<file path="config.mk">
export PLATFORM = sky130hd
export DESIGN_NAME = archive_stream_decryptor
export DESIGN_NICKNAME = d
export VERILOG_FILES = /design/src/design/asd_pkg.sv /design/src/design/asd_in_stage.sv /design/src/design/asd_core.sv /design/src/design/asd_out_stage.sv /design/src/design/archive_stream_decryptor.sv
export SDC_FILE = /design/constraint.sdc
export NUM_CORES = 1
export LEC_CHECK = 0
export ABC_CLOCK_PERIOD_IN_PS = 5600
export BUFFER_PORTS_ARGS = -buffer_cell sky130_fd_sc_hd__buf_2
export CAP_MARGIN = 20
export CORE_UTILIZATION = 62
export DETAILED_ROUTE_END_ITERATION = 16
export PLACE_DENSITY_LB_ADDON = 0.3
export SYNTH_ARGS = -nofsm -noshare
export SYNTH_HDL_FRONTEND = slang
export SYNTH_HIERARCHICAL = 1
export SYNTH_SLANG_ARGS = --single-unit
</file>
<file path="constraint.sdc">
create_clock -name clock -period 5.6 [get_ports clock]
set_clock_uncertainty 0.1 [all_clocks]
set_input_delay 0 -clock clock [delete_from_list [all_inputs] [get_ports clock]]
set_output_delay 0 -clock clock [all_outputs]
set_load 0.02 [all_outputs]
</file>
<file path="src/design/asd_pkg.sv">
// ----------------------------------------------------------------------------
// Archive stream decryptor package
// Shared result codes, key constants and the types passed between stages.
// ----------------------------------------------------------------------------
package asd_pkg;

   // Result kinds carried on the result channel's tuser.
   localparam logic [2:0] KIND_NAME    = 3'd0;
   localparam logic [2:0] KIND_CONTENT = 3'd1;
   localparam logic [2:0] KIND_NAMELEN = 3'd2;
   localparam logic [2:0] KIND_SIZE    = 3'd3;
   localparam logic [2:0] KIND_ERROR   = 3'd4;

   // Reset value of the start key register.
   localparam logic [31:0] START_KEY_RESET = 32'hDEADCAFE;

   // One input word as held in the input register.
   typedef struct packed {
      logic       valid;
      logic [7:0] in_byte;
      logic       archive_start;
   } item_type;

   // One result word as produced by the core and held in the output register.
   typedef struct packed {
      logic        valid;
      logic [2:0]  kind;
      logic [31:0] value;
      logic        last;
   } result_type;

endpackage

</file>
<file path="src/design/asd_in_stage.sv">
// ----------------------------------------------------------------------------
// Archive stream decryptor input stage
// Registers one incoming word and hands it to the core when it advances.
// ----------------------------------------------------------------------------
module asd_in_stage (
   input  logic              clock,
   input  logic              reset,
   input  logic              req_tvalid,
   output logic              req_tready,
   input  logic [7:0]        req_byte,
   input  logic              req_start,
   input  logic              advance,
   output asd_pkg::item_type item
);
   import asd_pkg::*;

   logic       valid_ff;
   logic       valid_in;
   logic [7:0] byte_ff;
   logic       start_ff;
   logic       load;

   // The register can take a word when empty or when its word moves on now.
   assign req_tready = !valid_ff || advance;
   assign load       = req_tvalid && req_tready;

   // Occupancy follows loads and departures.
   always_comb begin
      valid_in = valid_ff;
      if (load) begin
         valid_in = 1'b1;
      end else if (advance) begin
         valid_in = 1'b0;
      end
   end

   always_ff @(posedge clock) begin
      if (reset) begin
         valid_ff <= 1'b0;
      end else begin
         valid_ff <= valid_in;
      end
   end

   // Payload needs no reset.
   always_ff @(posedge clock) begin
      if (load) begin
         byte_ff  <= req_byte;
         start_ff <= req_start;
      end
   end

   assign item.valid         = valid_ff;
   assign item.in_byte       = byte_ff;
   assign item.archive_start = start_ff;

endmodule

</file>
<file path="src/design/asd_core.sv">
// ----------------------------------------------------------------------------
// Archive stream decryptor core
// Holds parser and key state and decodes one archive byte per advance.
// ----------------------------------------------------------------------------
module asd_core (
   input  logic                clock,
   input  logic                reset,
   input  logic                csr_wr_en,
   input  logic [31:0]         csr_wr_data,
   input  asd_pkg::item_type   item,
   input  logic                advance,
   output asd_pkg::result_type result
);
   import asd_pkg::*;

   // Parser phase codes.
   localparam logic [2:0] PH_HEADER  = 3'd0;
   localparam logic [2:0] PH_NAMELEN = 3'd1;
   localparam logic [2:0] PH_NAME    = 3'd2;
   localparam logic [2:0] PH_SIZE    = 3'd3;
   localparam logic [2:0] PH_CONTENT = 3'd4;
   localparam logic [2:0] PH_HOLD    = 3'd5;

   // Expected archive signature byte at a given header position.
   function automatic logic [7:0] hdr_byte(input logic [2:0] pos);
      logic [7:0] b;
      case (pos)
         3'd0:    b = 8'h52;
         3'd1:    b = 8'h47;
         3'd2:    b = 8'h53;
         3'd3:    b = 8'h53;
         3'd4:    b = 8'h41;
         3'd5:    b = 8'h44;
         3'd6:    b = 8'h00;
         default: b = 8'h01;
      endcase
      return b;
   endfunction

   // Key step: key * 7 + 3, written as shift, subtract and add.
   function automatic logic [31:0] next_key(input logic [31:0] k);
      return (k << 3) - k + 32'd3;
   endfunction

   logic [31:0] start_key_ff;
   logic [2:0]  phase_ff,   phase_in;
   logic [2:0]  count_ff,   count_in;
   logic [31:0] run_key_ff, run_key_in;
   logic [31:0] con_key_ff, con_key_in;
   logic [1:0]  kidx_ff,    kidx_in;
   logic [31:0] shift_ff,   shift_in;
   logic [31:0] remain_ff,  remain_in;

   logic [2:0]  phase_cur;
   logic [2:0]  count_cur;
   logic [31:0] run_key_cur;
   logic [31:0] con_key_cur;
   logic [1:0]  kidx_cur;
   logic [31:0] shift_cur;
   logic [31:0] remain_cur;
   logic [31:0] shift_new;
   logic [31:0] word;
   logic [31:0] remain_dec;
   logic [31:0] con_shifted;
   logic [7:0]  b;

   // Start key register; the user must write it only while the block is idle, which the block itself does not enforce.
   always_ff @(posedge clock) begin
      if (reset) begin
         start_key_ff <= START_KEY_RESET;
      end else if (csr_wr_en) begin
         start_key_ff <= csr_wr_data;
      end
   end

   // Decode of one byte against the current state.
   always_comb begin
      b = item.in_byte;

      // A start flag restarts the parser before the byte is used.
      if (item.archive_start) begin
         phase_cur   = PH_HEADER;
         count_cur   = 3'd0;
         run_key_cur = start_key_ff;
         con_key_cur = 32'd0;
         kidx_cur    = 2'd0;
         shift_cur   = 32'd0;
         remain_cur  = 32'd0;
      end else begin
         phase_cur   = phase_ff;
         count_cur   = count_ff;
         run_key_cur = run_key_ff;
         con_key_cur = con_key_ff;
         kidx_cur    = kidx_ff;
         shift_cur   = shift_ff;
         remain_cur  = remain_ff;
      end

      phase_in   = phase_cur;
      count_in   = count_cur;
      run_key_in = run_key_cur;
      con_key_in = con_key_cur;
      kidx_in    = kidx_cur;
      shift_in   = shift_cur;
      remain_in  = remain_cur;

      shift_new   = shift_cur | ({24'd0, b} << {count_cur[1:0], 3'b000});
      word        = shift_new ^ run_key_cur;
      remain_dec  = remain_cur - 32'd1;
      con_shifted = con_key_cur >> {kidx_cur, 3'b000};

      result.valid = 1'b0;
      result.kind  = KIND_ERROR;
      result.value = 32'd0;
      result.last  = 1'b0;

      case (phase_cur)
         PH_HEADER: begin
            if (b != hdr_byte(count_cur)) begin
               // Bad signature: one error word, then hold until a restart.
               phase_in     = PH_HOLD;
               count_in     = 3'd0;
               result.valid = 1'b1;
               result.kind  = KIND_ERROR;
               result.last  = 1'b1;
            end else if (count_cur == 3'd7) begin
               count_in = 3'd0;
               shift_in = 32'd0;
               phase_in = PH_NAMELEN;
            end else begin
               count_in = count_cur + 3'd1;
            end
         end
         PH_NAMELEN, PH_SIZE: begin
            if (count_cur[1:0] != 2'd3) begin
               shift_in = shift_new;
               count_in = count_cur + 3'd1;
            end else begin
               // Full length word: decrypt with the whole running key.
               count_in     = 3'd0;
               shift_in     = 32'd0;
               run_key_in   = next_key(run_key_cur);
               remain_in    = word;
               result.valid = 1'b1;
               result.value = word;
               if (phase_cur == PH_NAMELEN) begin
                  result.kind = KIND_NAMELEN;
                  phase_in    = (word == 32'd0) ? PH_SIZE : PH_NAME;
               end else begin
                  result.kind = KIND_SIZE;
                  con_key_in  = next_key(run_key_cur);
                  kidx_in     = 2'd0;
                  phase_in    = (word == 32'd0) ? PH_NAMELEN : PH_CONTENT;
               end
            end
         end
         PH_NAME: begin
            run_key_in   = next_key(run_key_cur);
            remain_in    = remain_dec;
            result.valid = 1'b1;
            result.kind  = KIND_NAME;
            result.value = {24'd0, b ^ run_key_cur[7:0]};
            result.last  = (remain_dec == 32'd0);
            if (remain_dec == 32'd0) begin
               phase_in = PH_SIZE;
            end
         end
         PH_CONTENT: begin
            // Content key advances after each group of four bytes.
            kidx_in = kidx_cur + 2'd1;
            if (kidx_cur == 2'd3) begin
               con_key_in = next_key(con_key_cur);
            end
            remain_in    = remain_dec;
            result.valid = 1'b1;
            result.kind  = KIND_CONTENT;
            result.value = {24'd0, b ^ con_shifted[7:0]};
            result.last  = (remain_dec == 32'd0);
            if (remain_dec == 32'd0) begin
               phase_in = PH_NAMELEN;
            end
         end
         default: begin
            // Hold and unused codes ignore every byte.
         end
      endcase

      if (!advance) begin
         result.valid = 1'b0;
      end
   end

   // Parser state, updated once per consumed byte.
   always_ff @(posedge clock) begin
      if (reset) begin
         phase_ff <= PH_HEADER;
         count_ff <= 3'd0;
         kidx_ff  <= 2'd0;
      end else if (advance) begin
         phase_ff <= phase_in;
         count_ff <= count_in;
         kidx_ff  <= kidx_in;
      end
   end

   // Keys and counters follow the reset values of the parser as well.
   always_ff @(posedge clock) begin
      if (reset) begin
         run_key_ff <= START_KEY_RESET;
         con_key_ff <= 32'd0;
         shift_ff   <= 32'd0;
         remain_ff  <= 32'd0;
      end else if (advance) begin
         run_key_ff <= run_key_in;
         con_key_ff <= con_key_in;
         shift_ff   <= shift_in;
         remain_ff  <= remain_in;
      end
   end

endmodule

</file>
<file path="src/design/asd_out_stage.sv">
// ----------------------------------------------------------------------------
// Archive stream decryptor output stage
// Result register that holds a decoded word until the consumer takes it.
// ----------------------------------------------------------------------------
module asd_out_stage (
   input  logic                clock,
   input  logic                reset,
   input  asd_pkg::result_type result,
   input  logic                item_valid,
   output logic                advance,
   output logic                rsp_tvalid,
   input  logic                rsp_tready,
   output logic [31:0]         rsp_value,
   output logic [2:0]          rsp_kind,
   output logic                rsp_last
);
   import asd_pkg::*;

   logic        valid_ff;
   logic        valid_in;
   logic [31:0] value_ff;
   logic [2:0]  kind_ff;
   logic        last_ff;

   // The core moves on when it holds a word and the result slot is free or emptying now.
   assign advance = item_valid && (!valid_ff || rsp_tready);

   always_comb begin
      valid_in = valid_ff;
      if (advance) begin
         valid_in = result.valid;
      end else if (rsp_tready) begin
         valid_in = 1'b0;
      end
   end

   always_ff @(posedge clock) begin
      if (reset) begin
         valid_ff <= 1'b0;
      end else begin
         valid_ff <= valid_in;
      end
   end

   // Payload is loaded only with a fresh result.
   always_ff @(posedge clock) begin
      if (advance && result.valid) begin
         value_ff <= result.value;
         kind_ff  <= result.kind;
         last_ff  <= result.last;
      end
   end

   assign rsp_tvalid = valid_ff;
   assign rsp_value  = value_ff;
   assign rsp_kind   = kind_ff;
   assign rsp_last   = last_ff;

endmodule

</file>
<file path="src/design/archive_stream_decryptor.sv">
// ----------------------------------------------------------------------------
// Archive stream decryptor
// Checks the archive signature and decrypts length words, names and content.
// ----------------------------------------------------------------------------
// Channel   Direction  Ports                      Contents
// req       in         req_tvalid/tready/tdata    tdata[7:0] archive byte,
//                      req_tuser                  tuser[0] archive start
// rsp       out        rsp_tvalid/tready/tdata    tdata[31:0] decoded value,
//                      rsp_tuser, rsp_tlast       tuser[2:0] kind, tlast run end
// csr       in         csr_wr_en, csr_wr_data     start key
//
// One byte is accepted every cycle while the result channel does not stall;
// its result passes through the input register and then the result register.
// The key update and remaining-count decrement fit in the single core stage.
// Reset is synchronous and active high; no clearing pass is needed.
// A stalled result holds the core and, through it, the input register.
// ----------------------------------------------------------------------------
module archive_stream_decryptor (
   input  logic        clock,
   input  logic        reset,
   input  logic        req_tvalid,
   output logic        req_tready,
   input  logic [7:0]  req_tdata,   // [7:0] in_byte
   input  logic [0:0]  req_tuser,   // [0] archive_start
   output logic        rsp_tvalid,
   input  logic        rsp_tready,
   output logic [31:0] rsp_tdata,   // [31:0] out_value
   output logic [2:0]  rsp_tuser,   // [2:0] out_kind
   output logic        rsp_tlast,
   input  logic        csr_wr_en,
   input  logic [31:0] csr_wr_data
);
   import asd_pkg::*;

   item_type   item;
   result_type result;
   logic       advance;

   // Input register.
   asd_in_stage u_in (
      .clock      (clock),
      .reset      (reset),
      .req_tvalid (req_tvalid),
      .req_tready (req_tready),
      .req_byte   (req_tdata),
      .req_start  (req_tuser[0]),
      .advance    (advance),
      .item       (item)
   );

   // Parser, key state and decryption.
   asd_core u_core (
      .clock       (clock),
      .reset       (reset),
      .csr_wr_en   (csr_wr_en),
      .csr_wr_data (csr_wr_data),
      .item        (item),
      .advance     (advance),
      .result      (result)
   );

   // Result register.
   asd_out_stage u_out (
      .clock      (clock),
      .reset      (reset),
      .result     (result),
      .item_valid (item.valid),
      .advance    (advance),
      .rsp_tvalid (rsp_tvalid),
      .rsp_tready (rsp_tready),
      .rsp_value  (rsp_tdata),
      .rsp_kind   (rsp_tuser),
      .rsp_last   (rsp_tlast)
   );

`ifndef ASSERT_OFF
   // A signature error always carries a zero value and ends its run.
   a_error_word: assert property (@(posedge clock) disable iff (reset)
      rsp_tvalid && rsp_tuser == KIND_ERROR |-> rsp_tlast && rsp_tdata == 32'd0)
      else $error("error result with wrong value or last flag");

   // Length words never mark the end of a run.
   a_length_last: assert property (@(posedge clock) disable iff (reset)
      rsp_tvalid && (rsp_tuser == KIND_NAMELEN || rsp_tuser == KIND_SIZE)
      |-> !rsp_tlast)
      else $error("length word flagged as last");

   // Byte results carry only an eight-bit value.
   a_byte_width: assert property (@(posedge clock) disable iff (reset)
      rsp_tvalid && (rsp_tuser == KIND_NAME || rsp_tuser == KIND_CONTENT)
      |-> rsp_tdata[31:8] == 24'd0)
      else $error("byte result wider than eight bits");

   // No kind beyond the error code is produced.
   a_kind_range: assert property (@(posedge clock) disable iff (reset)
      rsp_tvalid |-> rsp_tuser <= KIND_ERROR)
      else $error("result kind out of range");
`endif

endmodule
</file>
======== Yosys cells after proc, flatten, opt, wreduce, memory -nomap -nowiden ========
Index checks and enable logic that the tools add are counted.
storage, ports and cells
  input bits .............................. 46
  register bits after elaboration ......... 215
operators by class
  shift-type cells ........................ 2
  reductions and logical operators ........ 16
  bitwise logic cells ..................... 4
  add/sub/neg operators ................... 7
  multiplexer cells ....................... 49
  eq/ne operators ......................... 14
operators with widths
  operator                 number
  $mux W32                 12
  $pmux W32 S2             4
  $pmux W32 S3             1
  $add A32 B2 Y32 const B  2
  $logic_not A32 Y1        2
  $sub A32 B32 Y32         2
  $pmux W7 S6              1
  $mux W3                  12
  $mux W36                 1
  $or A32 B32 Y32          1
  $shl A8 B5 Y32           1
  $shr A32 B5 Y8           1
  $sub A32 B1 Y32 const B  1
  $xor A32 B32 Y32         1
  $pmux W4 S4              1
  $xor A8 B8 Y8            2
  $eq A3 B3 Y1 const B     5
  $eq A3 B2 Y1 const B     4
  $pmux W3 S4              1
  $mux W1                  8
  $mux W8                  1
  $ne A8 B8 Y1             1
  $eq A3 B1 Y1 const B     2
  $logic_not A3 Y1         2
  14 further kinds         23

======== Logic depth before layout (Yosys ltp) ========
  depth after elaboration ................. 10
  depth in mapped cells ................... 21
  mapped depth without buffers ............ 14

======== Hierarchy ========
The synthesis kept the hierarchy.
by module, submodules not included
  module         cells an instance  times used  sequential area each (µm²)  area an instance (µm²)
  asd_core       1762               1           3363.2                      13076.3
  asd_out_stage  42                 1           1101.1                      1152.4
  asd_in_stage   16                 1           290.3                       340.3

======== Least setup slack after synthesis ========
Ideal clock, no wire load.
  path type ............................... register -> register
  start point ............................. reg u_in.start_ff
  end point ............................... reg u_out.kind_ff[0] (netlist: u_out/rsp_kind[0]), enable pin
  buffers on the path ..................... 9
  slack ................................... 1.300 ns
  library setup time ...................... 0.381 ns
  required time ........................... 5.119 ns
  cell stages (with the launch flop) ...... 18
  arrival time ............................ 3.818 ns
  path through ............................ edfxtp_1 buf_4 buf_2 buf_2 buf_2 buf_2 buf_2 nor2b_1 ha_1 clkbuf_1 mux2i_1 nor3_1 buf_2 buf_2 nor3_1 nor2_1 nand2_2 nor2b_4
RTL lines
  what                    line                 RTL
  start, declared         asd_in_stage.sv:20   logic start_ff;
  start signal, assigned  asd_in_stage.sv:49   start_ff <= req_start;
  end signal, assigned    asd_out_stage.sv:49  kind_ff <= result.kind;
  end, declared           asd_out_stage.sv:22  logic [2:0] kind_ff;

======== Worst setup path after layout ========
  start point ............................. reg u_in.start_ff
  end point ............................... reg u_core.con_key_ff[30]
between the ends
  cells in the longest elaborated chain, start to end .. 6
  elaborated cells between the ends (all ways) .. 19
  classes of those cells .................. add/sub (4); eq/ne (5); mux (9); reduce/logical (1)
RTL lines
  what                  line             RTL
  $mux W32              asd_core.sv:81   if (item.archive_start) begin
  $sub A32 B32 Y32      asd_core.sv:42   return (k << 3) - k + 32'd3;
  $add A32 B2 Y32       asd_core.sv:42
  $mux W32              asd_core.sv:146  if (phase_cur == PH_NAMELEN) begin
  $mux W32              asd_core.sv:135  if (count_cur[1:0] != 2'd3) begin
  $pmux W32 S2 (*)      asd_core.sv:117  case (phase_cur)
  end signal, assigned  asd_core.sv:215  con_key_ff <= con_key_in;
  end, declared         asd_core.sv:49   logic [31:0] con_key_ff, con_key_in;
Mark *: on every way between the ends. The rest lies on a longest branch, timed or not.
A chain may end at the register's enable or synchronous reset.

==> reports/metrics.yaml <==
outcome: "completed"
cts.sink_count: 215
setup_viol: 0
grt_max_degree: 92
core_sq_um: 22800
synth_edf_count: 45
min_path_type: "input port to flop"
drv_slew: 0
mostFrequentLayoutCells: "nor2_1 (232), dfxtp_1 (170), nand2_1 (160)"
cp_slowest_cell: "mux2i_1"
power.leakage_nw: 6.82
final_core_util: 0.720
synth_cells: 1820
core.rowCount: 55
area_growth_pct: 13.0
async_reset_ff_frac: 0
nNetsFinal: 2003
end_kind: "flop"
cp.arrival_ns: 4.87
syn_area_sq_um: 14600
die_w_um: 155
path_max_fanout: 68
crit_type: "flop to flop"
antenna_left: 0
dpl.cell_count: 2127
slowest_delay_ns: 0.47
cts_buffers: 25
cts_tree: "built"
worst_ir_drop_vdd_mv: 0.284
remaining_drc_errors: 0
htree_levels: 1
first_pass_iters: 8
dp_hpwl_um: 33700
io_buffers: 83
startpoint_type: "flop"
avgSynthCellArea_sq_um: 8.00
synth_seq_cells: 215
insertion_delay_ns: 0.53
final_area_sq_um: 16500
synth_warnings: 6
grt_pass1_vias: 13600
max_cap_violations: 0
syn_nets: 1935
crit_top_cell: "a31oi_1"
total_power_mw: 4.34
ios: 84
synth.distinct_cells: 83
post_cts_buffers: 0
track_usage: 0.391
tns_ns: 0
path_clk_slew_ns: 0.06
die_area_sq_um: 24100
fin_cells: 2220
drt_wl_total_um: 47100
insertedDiodeCount: 0
post-route-period-util: 0.811
cp_cell_sequence: "buf_12 -> mux2i_1 -> inv_1 -> fa_1 -> a211oi_1 -> o21ai_0 -> a31oi_1 -> o31ai_1 -> a31o_2 -> a31oi_1 -> o21ai_1 -> mux2_2 -> o32ai_1"
root_buffer: "clkbuf_16"
drt-initial-drc-count: 1679
relSlewSlack: 0.274
power_density_nw_per_um2: 264
rsz0062_at_grt: "false"
final_common_cell: "nor2_1"
clk_path_buf_depth: 3
critical_path_buf_inv_count: 2
grt_pass1_wl_um: 73700
synth_flop_cell: "dfxtp_1"
routed_via_density: 6.51
period_needed_ns: 4.54
worstPathRequired_ns: 5.92
die_h_um: 155
place_congestion: 1.03
crit_family: "compound AO/OA/AOI/OAI gates"
final_layout_size_suffix_gt1_frac: 0.0991
dr_total_vias: 14500
wl_per_cell_um: 21.2
placed_cell_area_sq_um: 15100
hold_violations: 0
max_freq_ghz: 0.220
gr-total-overflow: 0
yosysSeqAreaShare: 0.326
antenna_found_initial: 0
start_util: 0.638
fillers: 1822
tightest_slew_ns: 1.08
==> what timing repair did <==
action                    4_1_cts  5_1_grt
resized for setup               0        0
hold buffers                   46        0
hold endpoints to repair       85        0
==> kinds of logic (layout without fill, tap and decap cells) <==
family | Yosys count | in the layout | synth area share
and+or+nand+nor | 596 | 596 | 0.192
xor gates and xnor gates | 112 | 112 | 0.0673
AOI/OAI and AO/OA | 535 | 535 | 0.235
muxes | 80 | 80 | 0.0619
DFF | 215 | 215 | 0.326
buffers and inverters | 213 | 300 | 0.0578
adders and majority gates | 69 | 69 | 0.0603
==> Yosys cell counts (all sizes together) (11+ instances only) <==
cell | count | area share
nor2b | 16 | 0.0074
nor3 | 39 | 0.014
and2 | 23 | 0.010
nand2b | 14 | 0.0076
xnor2 | 68 | 0.041
o22ai | 19 | 0.0082
edfxtp | 45 | 0.093
nand4 | 17 | 0.0073
inv | 96 | 0.025
nor4 | 16 | 0.0092
clkbuf | 85 | 0.022
or3 | 11 | 0.0047
dfxtp | 170 | 0.23
nand3 | 30 | 0.010
a31oi | 21 | 0.0090
o21bai | 15 | 0.0077
a211oi | 30 | 0.016
o211ai | 12 | 0.0062
nand2 | 161 | 0.042
a22oi | 52 | 0.027
a21oi | 143 | 0.050
o21ai | 126 | 0.043
o21a | 13 | 0.0067
ha | 67 | 0.058
xor2 | 44 | 0.026
a21o | 28 | 0.014
mux2i | 71 | 0.049
o31ai | 11 | 0.0060
nor2 | 232 | 0.060
buf | 31 | 0.011
==> power by group <==
part	switching, mW	leakage (nW)	total (mW)	internal [mW]
Combinational	0.615	4.65	0.967	0.352
Sequential	0.0549	1.76	1.69	1.63
Clock	0.655	0.414	1.68	1.03
==> final cells by class <==
class,instances,area (sq um),share of cell area
multi-input cells,1392,8990,0.547
flip-flops and latches,215,4750,0.289
repair buffers,157,1110,0.0674
clock buffers,38,724,0.0440
well taps,313,392,0.0238
inverters,97,364,0.0221
clock inverters,8,118,0.00715
==> metrics by stage <==
| stage | hold WS [ns] | setup slack, ns |
|---|---|---|
| 4_1_cts | 0.0604 | 1.12 |
| 3_3_place_gp | 0.0761 | 1.39 |
| 2_1_floorplan | -0.0376 | 1.30 |
| 6_report | 0.0671 | 1.06 |
| 5_1_grt | 0.0777 | 0.738 |
| 3_5_place_dp | 0.0785 | 1.16 |
==> path summary, 6_finish.rpt <==
check	startpoint	to	slack, ns	cells after the start
hold / removal	req_tdata[6]	u_in/byte_ff[6]	0.07	2
setup / recovery	u_in/start_ff	u_core/con_key_ff[30]	1.06	13
hold reg to reg	u_core/shift_ff[17]	u_core/shift_ff[17]	0.37	1
setup reg to reg	u_in/start_ff	u_core/con_key_ff[30]	1.06	13
==> flip-flops by register name, summed over array words and instances, names as in the netlist <==
name                 count
u_core/con_key_ff       32
u_core/remain_ff        32
u_core/run_key_ff       32
u_core/shift_ff         32
u_core/start_key_ff     32
u_out/rsp_value         32
u_in/byte_ff             8
u_core/count_ff          3
u_core/phase_ff          3
u_out/rsp_kind           3
u_core/kidx_ff           2
u_in/start_ff            1
u_in/valid_ff            1
u_out/rsp_last           1
u_out/rsp_tvalid         1
==> metal layers <==
layer,routed length (um),global-route usage,vias to the layer above,part of all wire
met3,4440,0.0591,185,0.094
li1,-,-,6659,-
met2,21300,0.634,891,0.45
met1,18400,0.497,6726,0.39
met4,2980,0.226,0,0.063
met5,0,0,-,0
Power figures use the tool's default switching activity.
